===== config.mk =====
export PLATFORM = sky130hd
export DESIGN_NAME = tapered_cost_inflation_core
export DESIGN_NICKNAME = d
export VERILOG_FILES = /design/src/tci_pkg.sv /design/src/tapered_cost_inflation_core.sv
export SDC_FILE = /design/constraint.sdc
export NUM_CORES = 2
export LEC_CHECK = 0
export ABC_AREA = 1
export BUFFER_PORTS_ARGS = -buffer_cell sky130_fd_sc_hd__buf_2
export CAP_MARGIN = 40
export CORE_ASPECT_RATIO = 1.75
export CORE_MARGIN = 8
export CORE_UTILIZATION = 65
export CTS_CLUSTER_DIAMETER = 120
export DETAILED_ROUTE_END_ITERATION = 12
export PLACE_DENSITY = 0.82
export REMOVE_ABC_BUFFERS = 1
export SLEW_MARGIN = 0
export SYNTH_ARGS = -nofsm -noshare
export SYNTH_HDL_FRONTEND = slang
export SYNTH_SLANG_ARGS = --single-unit

===== constraint.sdc =====
create_clock -name clk -period 8.1 [get_ports clk]
set_input_delay 0.405 -clock clk [delete_from_list [all_inputs] [get_ports clk]]
set_output_delay 0.405 -clock clk [all_outputs]
set_load 0.01 [all_outputs]

===== src/tci_pkg.sv =====
package tci_pkg;

	// Fixed grid bound: cells and robot at this index or beyond pass through
	localparam logic [16:0] GRID_SIDE   = 17'd4096;

	// Trust scale, Q1.16
	localparam logic [16:0] TRUST_FULL  = 17'd65536;
	localparam logic [16:0] TRUST_HIGH  = 17'd65471;
	localparam logic [7:0]  PEAK_SCALE  = 8'd200;
	localparam logic [15:0] ONE_CELL    = 16'd256;
	localparam logic [7:0]  COST_LETHAL = 8'd254;

	// Register indexes on the configuration port
	localparam logic [2:0] CFG_ENABLED   = 3'd0;
	localparam logic [2:0] CFG_ROBOT_COL = 3'd1;
	localparam logic [2:0] CFG_ROBOT_ROW = 3'd2;
	localparam logic [2:0] CFG_BASE_RAD  = 3'd3;
	localparam logic [2:0] CFG_TRUST     = 3'd4;

	// Pipeline shape
	localparam int SQ_STAGES = 8;  // two root bits per stage, 16 bits
	localparam int DV_STAGES = 4;  // two quotient bits per stage, 8 bits
	localparam int LATENCY   = 5 + SQ_STAGES + DV_STAGES;

	typedef struct packed {
		logic [11:0] cell_col;
		logic [11:0] cell_row;
		logic [7:0]  old_cost;
	} tci_in_t;

	typedef struct packed {
		logic [7:0] new_cost;
		logic       raised;
	} tci_out_t;

endpackage


===== src/tapered_cost_inflation_core.sv =====
// An accepted item passes the s1, s2, s3, square-root, radius and divide stages.
// Throughput: one item per cycle; busy stays low, every stage moves each cycle.
// The distance square root runs two bits per stage over 8 stages, the taper
// divide two bits per stage over 4 stages.
// Reset (arst_n low, asynchronous) drops all items in flight and restores the
// register defaults. The receiver cannot stall; results are shown for one cycle.
module tapered_cost_inflation_core (
	input  logic             clk,
	input  logic             arst_n,
	input  logic             start,
	output logic             busy,
	input  tci_pkg::tci_in_t item,
	output logic             done,
	output tci_pkg::tci_out_t result,
	input  logic             cfg_valid,
	output logic             cfg_ready,
	input  logic [2:0]       cfg_index,
	input  logic [16:0]      cfg_data
);

	localparam int SQN = tci_pkg::SQ_STAGES;
	localparam int DVN = tci_pkg::DV_STAGES;
	localparam int LAT = tci_pkg::LATENCY;

	// Square root pipeline record
	typedef struct packed {
		logic [7:0]  cost;
		logic        pass;
		logic [7:0]  peak;
		logic [15:0] r;
		logic [31:0] rad;
		logic [17:0] rem;
		logic [15:0] root;
	} sq_t;

	// Divide pipeline record
	typedef struct packed {
		logic [7:0]  cost;
		logic        pass;
		logic [15:0] r;
		logic [23:0] num;
		logic [7:0]  q;
	} dv_t;

	// One root bit: bring down two radicand bits, try (root*4 + 1)
	function automatic sq_t sq_bit(sq_t s);
		sq_t         o;
		logic [19:0] rn;
		logic [19:0] trial;
		o     = s;
		rn    = {s.rem, s.rad[31:30]};
		trial = {2'b00, s.root, 2'b01};
		o.rad = {s.rad[29:0], 2'b00};
		if (rn >= trial) begin
			o.rem  = 18'(rn - trial);
			o.root = {s.root[14:0], 1'b1};
		end else begin
			o.rem  = 18'(rn);
			o.root = {s.root[14:0], 1'b0};
		end
		return o;
	endfunction

	// One quotient bit of num / r at weight b
	function automatic dv_t dv_bit(dv_t s, int b);
		dv_t         o;
		logic [23:0] sh;
		o  = s;
		sh = 24'(s.r) << b;
		if (s.num >= sh) begin
			o.num  = s.num - sh;
			o.q[b] = 1'b1;
		end
		return o;
	endfunction

	// Configuration registers
	logic        enabled_q;
	logic [11:0] robot_col_q;
	logic [11:0] robot_row_q;
	logic [15:0] base_radius_q;
	logic [16:0] trust_q;

	assign cfg_ready = 1'b1;
	assign busy      = 1'b0;

	always_ff @(posedge clk or negedge arst_n) begin
		if (!arst_n) begin
			enabled_q     <= 1'b0;
			robot_col_q   <= 12'd0;
			robot_row_q   <= 12'd0;
			base_radius_q <= 16'd384;
			trust_q       <= 17'd0;
		end else if (cfg_valid && cfg_ready) begin
			case (cfg_index)
				tci_pkg::CFG_ENABLED:   enabled_q     <= cfg_data[0];
				tci_pkg::CFG_ROBOT_COL: robot_col_q   <= cfg_data[11:0];
				tci_pkg::CFG_ROBOT_ROW: robot_row_q   <= cfg_data[11:0];
				tci_pkg::CFG_BASE_RAD:  base_radius_q <= cfg_data[15:0];
				tci_pkg::CFG_TRUST:     trust_q       <= cfg_data;
				default: ;
			endcase
		end
	end

	// Input stage: trust terms, pass-through checks, offsets to the robot
	logic        accept;
	logic [16:0] trust_c;
	logic [16:0] distrust;
	logic [32:0] rad_prod;
	logic [24:0] peak_prod;
	logic [15:0] r_c;
	logic        byp_c;
	logic [11:0] dx_c;
	logic [11:0] dy_c;

	assign accept = start && !busy;

	always_comb begin
		trust_c   = (trust_q > tci_pkg::TRUST_FULL) ? tci_pkg::TRUST_FULL : trust_q;
		distrust  = tci_pkg::TRUST_FULL - trust_c;
		rad_prod  = 33'(base_radius_q) * 33'(distrust);
		peak_prod = 25'(distrust) * 25'(tci_pkg::PEAK_SCALE);
		r_c       = (rad_prod[31:16] < tci_pkg::ONE_CELL) ? tci_pkg::ONE_CELL
		                                                  : rad_prod[31:16];
		byp_c     = !enabled_q || (trust_c >= tci_pkg::TRUST_HIGH)
		          || (item.old_cost >= tci_pkg::COST_LETHAL)
		          || ({5'b0, item.cell_col} >= tci_pkg::GRID_SIDE)
		          || ({5'b0, item.cell_row} >= tci_pkg::GRID_SIDE)
		          || ({5'b0, robot_col_q} >= tci_pkg::GRID_SIDE)
		          || ({5'b0, robot_row_q} >= tci_pkg::GRID_SIDE)
		          || (rad_prod == 33'd0);
		dx_c      = (item.cell_col >= robot_col_q) ? item.cell_col - robot_col_q
		                                           : robot_col_q - item.cell_col;
		dy_c      = (item.cell_row >= robot_row_q) ? item.cell_row - robot_row_q
		                                           : robot_row_q - item.cell_row;
	end

	// Valid bits, one per stage
	logic [LAT-1:0] vld_s;

	always_ff @(posedge clk or negedge arst_n) begin
		if (!arst_n) begin
			vld_s <= '0;
		end else begin
			vld_s <= {vld_s[LAT-2:0], accept};
		end
	end

	// Payload registers
	logic [7:0]  cost_s1, cost_s2, peak_s1, peak_s2;
	logic        byp_s1, byp_s2;
	logic [15:0] r_s1, r_s2;
	logic [11:0] dx_s1, dy_s1;
	logic [23:0] dx2_s2, dy2_s2;
	sq_t         sq_s [SQN+1];
	dv_t         dv_s [DVN+1];
	tci_pkg::tci_out_t out_s;

	// Square-root stage input and radius-test terms
	logic [24:0] sum_c;
	logic [15:0] d_c;
	logic        far_c;
	logic [15:0] diff_c;

	always_comb begin
		sum_c  = 25'(dx2_s2) + 25'(dy2_s2);
		d_c    = sq_s[SQN].root;
		far_c  = sq_s[SQN].pass || (d_c > sq_s[SQN].r);
		diff_c = sq_s[SQN].r - d_c;
	end

	always_ff @(posedge clk) begin
		// s1: register item and trust terms
		cost_s1 <= item.old_cost;
		byp_s1  <= byp_c;
		peak_s1 <= peak_prod[23:16];
		r_s1    <= r_c;
		dx_s1   <= dx_c;
		dy_s1   <= dy_c;
		// s2: squares
		cost_s2 <= cost_s1;
		byp_s2  <= byp_s1;
		peak_s2 <= peak_s1;
		r_s2    <= r_s1;
		dx2_s2  <= 24'(dx_s1) * 24'(dx_s1);
		dy2_s2  <= 24'(dy_s1) * 24'(dy_s1);
		// s3: squared distance; 65536 or more is beyond any radius
		sq_s[0].cost <= cost_s2;
		sq_s[0].pass <= byp_s2 || (sum_c[24:16] != 9'd0);
		sq_s[0].peak <= peak_s2;
		sq_s[0].r    <= r_s2;
		sq_s[0].rad  <= {sum_c[15:0], 16'h0000};
		sq_s[0].rem  <= '0;
		sq_s[0].root <= '0;
		// square root, two bits per stage
		for (int k = 1; k <= SQN; k++) begin
			sq_s[k] <= sq_bit(sq_bit(sq_s[k-1]));
		end
		// radius test and taper numerator
		dv_s[0].cost <= sq_s[SQN].cost;
		dv_s[0].pass <= far_c;
		dv_s[0].r    <= sq_s[SQN].r;
		dv_s[0].num  <= 24'(sq_s[SQN].peak) * 24'(diff_c);
		dv_s[0].q    <= '0;
		// divide by radius, two quotient bits per stage
		for (int k = 0; k < DVN; k++) begin
			dv_s[k+1] <= dv_bit(dv_bit(dv_s[k], 7 - 2 * k), 6 - 2 * k);
		end
		// output: keep the larger cost, or the old cost for a pass-through item
		if (!dv_s[DVN].pass && (dv_s[DVN].q > dv_s[DVN].cost)) begin
			out_s.new_cost <= dv_s[DVN].q;
			out_s.raised   <= 1'b1;
		end else begin
			out_s.new_cost <= dv_s[DVN].cost;
			out_s.raised   <= 1'b0;
		end
	end

	assign done   = vld_s[LAT-1];
	assign result = out_s;

endmodule


==> metrics.md <==
| Metric | Value |
|---|---|
| Status | `complete, no violations` |
| Io pins | `68` |
| Final HPWL DP | `between 100 and 150 mm` |
| Setup-failing EPs final | `0` |
| Root Buffer | `clkbuf_16` |
| Area after DPL | `about 69000 sq um` |
| Worst slew margin | `a little over two fifths` |
| Top cells by count, synth | `nand2_1, inv_1, dfxtp_1` |
| Max frequency | `roughly 0.13 GHz` |
| WL/cell | `between 15 and 20 um` |
| Clock buffer depth | `3` |
| Rows | `roughly 160` |
| Ys Warns | `0` |
| Most common cell in the netlist | `nand2_1` |
| DR pass1 iterations | `8` |
| Clock transition at the registers of the reported paths | `0.07 ns` |
| Unique masters post-synth | `69` |
| DR vias | `roughly 56000` |
| Die H | `approximately 440 um` |
| Main flop type after synthesis | `dfxtp_1` |
| Port bufs | `65` |
| Die W | `between 200 and 300 um` |
| Initial DRC Count | `~2700` |
| Critical Path RT | `around 8.7 ns` |
| First-pass GRT wire length | `around 290 mm` |
| Startpoint of the worst register-to-register path | `trust_q[12]` |
| CTS tree | `yes` |
| CP most frequent cell | `nand2_1` |
| Layout Skew | `slightly above 0.03 ns` |
| Avg Cell Area, Syn | `7.87 sq um` |
| Slowest stage delay, CP | `0.53 ns` |
| Crit. End Element | `flip-flop` |
| Dpl cells | `just under 10000` |
| Post-route DRC | `0` |
| Synth Register Bits | `~970` |
| CTS Buf Count | `slightly below 90` |
| Seq/Total Area, Yosys | `around 29%` |
| Post-synth EDFFs | `0` |
| # diodes | `0` |
| Antenna-violating nets left | `0` |
| Synthesized area | `around 67000 sq um` |
| Post-Route WL | `181 mm` |
| Area of the core | `just over 100000 sq um` |
| Fin crit share | `95.2%` |
| Worst-Skew Late Latency | `0.71 ns` |
| Hold Vio Cnt, Final | `0` |
| Critical Path Start Type | `flip-flop` |
| Synth Instances | `~8500` |
| Ys async rst share | `7.75%` |
| Remaining Overflow, GRT | `0` |
| CTS sink cnt | `between 900 and 1000` |
| Initial core utilization | `65.2%` |
| Ranking of synthesized cells by area | `dfxtp_1, fa_1, ha_1` |
| R2r setup slk | `approximately 0.39 ns` |
| Die ar. | `roughly 110000 sq um` |
| Initial antenna violation count | `3` |
| Vias in the first global route | `a little under 60000` |
| Layout fillers | `~8400` |
| Reg-to-reg endpoint | `r_s1[7]` |
| Critical path class | `flip-flop to flip-flop` |
| Area leader, netlist | `dfxtp_1` |
| Area growth syn-to-layout | `7.75%` |
| Worst R2R Path Depth | `38` |
| Max Cap Viol | `0` |
| Crit path to | `r_s1[7]` |
| Largest net degree at the start of global routing | `61` |
| Final nets | `just under 10000` |
| Core Util, Final | `a little over two thirds` |
| Htree depth | `3` |
| Worst Hold Class | `input pin to flip-flop` |
| Share of cells above drive strength 1 | `5.95%` |
| Worst path arrival time | `roughly 8.3 ns` |
| Tightest Pin Transition | `0.856 ns` |
| Pins Over Slew Limit | `0` |
| Final Non-Filler Cells | `about 10000` |
| Final GP Congestion | `0.980` |
| Critical Path Source | `trust_q[12]` |
| Crit-path max FO | `8` |
| Vias per inst | `around 5.5` |
| CP max stage cell | `fa_1` |
| Final setup TNS | `0 ns` |
| Final min period | `7.71 ns` |
| RSZ-0062 raised after global routing | `yes` |
| GR Util All Layers | `31.7%` |
| Finished Cell Area | `around 72000 sq um` |
| Synth top area share | `26.7%` |
-- state kept, by name, indices dropped and copies added, names as in the netlist, 8 cells and up --
signal and cells:
dv_s 225, peak_s1 8, dy2_s2 23, cost_s2 8, r_s2 16, vld_s 17
dx2_s2 23, robot_col_q 12, dy_s1 12, base_radius_q 16, dx_s1 12, robot_row_q 12
sq_s 523, r_s1 16, peak_s2 8, result 9, trust_q 17, cost_s1 8
-- metrics by stage --
step / hold slack (ns) / setup WS (ns)
floorplan: 0.109 / 0.926
global placement: 0.310 / 0.280
detailed placement: 0.276 / 0.210
CTS: 0.0148 / 0.192
global route: 0.0611 / -0.00208
finish: 0.0635 / 0.391
-- final cells by class --
cell class / count / area [sq um] / share of cell area, %
Clock buffer: 108 / 2390 / 3.30
Clock inverter: 53 / 687 / 0.951
Inverter: 1493 / 5610 / 7.77
Multi-Input combinational cell: 5924 / 41100 / 56.9
Sequential cell: 968 / 19800 / 27.3
Tap cell: 1343 / 1680 / 2.33
Timing Repair Buffer: 145 / 1020 / 1.41
-- what timing repair did --
item / in CTS / in global routing
setup endpoints to repair: 0 / 10
resized for setup: 0 / 26
hold buffers: 14 / 0
endpoints found under the hold margin: 87 / 0
buffers inserted: 0 / 3
-- layer usage --
layer / part of all wire [%] / GRT usage (%)
met1: 33 / 28.3
met4: 9.7 / 27.3
met5: 0.0055 / 0
met3: 3.6 / 3.45
met2: 54 / 61.7
-- worst min-delay path by stage --
stage,startpoint,end,depth (start not counted)
finish,cfg_data[11],robot_row_q[11],3
global route,cfg_data[11],trust_q[11],3
CTS,cfg_data[11],robot_col_q[11],3
detailed placement,arst_n,vld_s[16],1
global placement,cost_s2[0],sq_s[0][87],0
floorplan,arst_n,base_radius_q[0],0
-- cell usage in the layout, fill, tap and decap left out, types with 195 or more instances in the layout --
cell / n
a21oi_1: 466
dfxtp_1: 893
fa_1: 478
ha_1: 664
inv_1: 1456
nand2_1: 1933
nand3_1: 395
nor2_1: 638
o21ai_0: 388
xor2_1: 195
-- critical path, delay by kind of cell, from the launching register on --
kind	cells	cell delay, ns
buffers and inverters	10	1.14
and+or+nand+nor	17	2.06
AOI/OAI and AO/OA	3	0.36
adders and majority gates	8	3.62
DFF	1	0.41
-- kinds of logic (layout without fill, tap and decap cells) --
family	after synthesis	after routing	share of synthesized area, %
simple gates	3361	3361	21.2
buf+inv	1630	1799	9.36
fa+ha+maj	1144	1144	26.7
compound gates	1076	1076	8.77
flops	968	968	29.5
xor+xnor	327	327	4.30
mux	12	12	0.188
other cells	2	4	0.0112
Power is left out: the tool's default activity adds up to more than one toggle a clock period on the data nets, which glitch-free logic cannot reach.
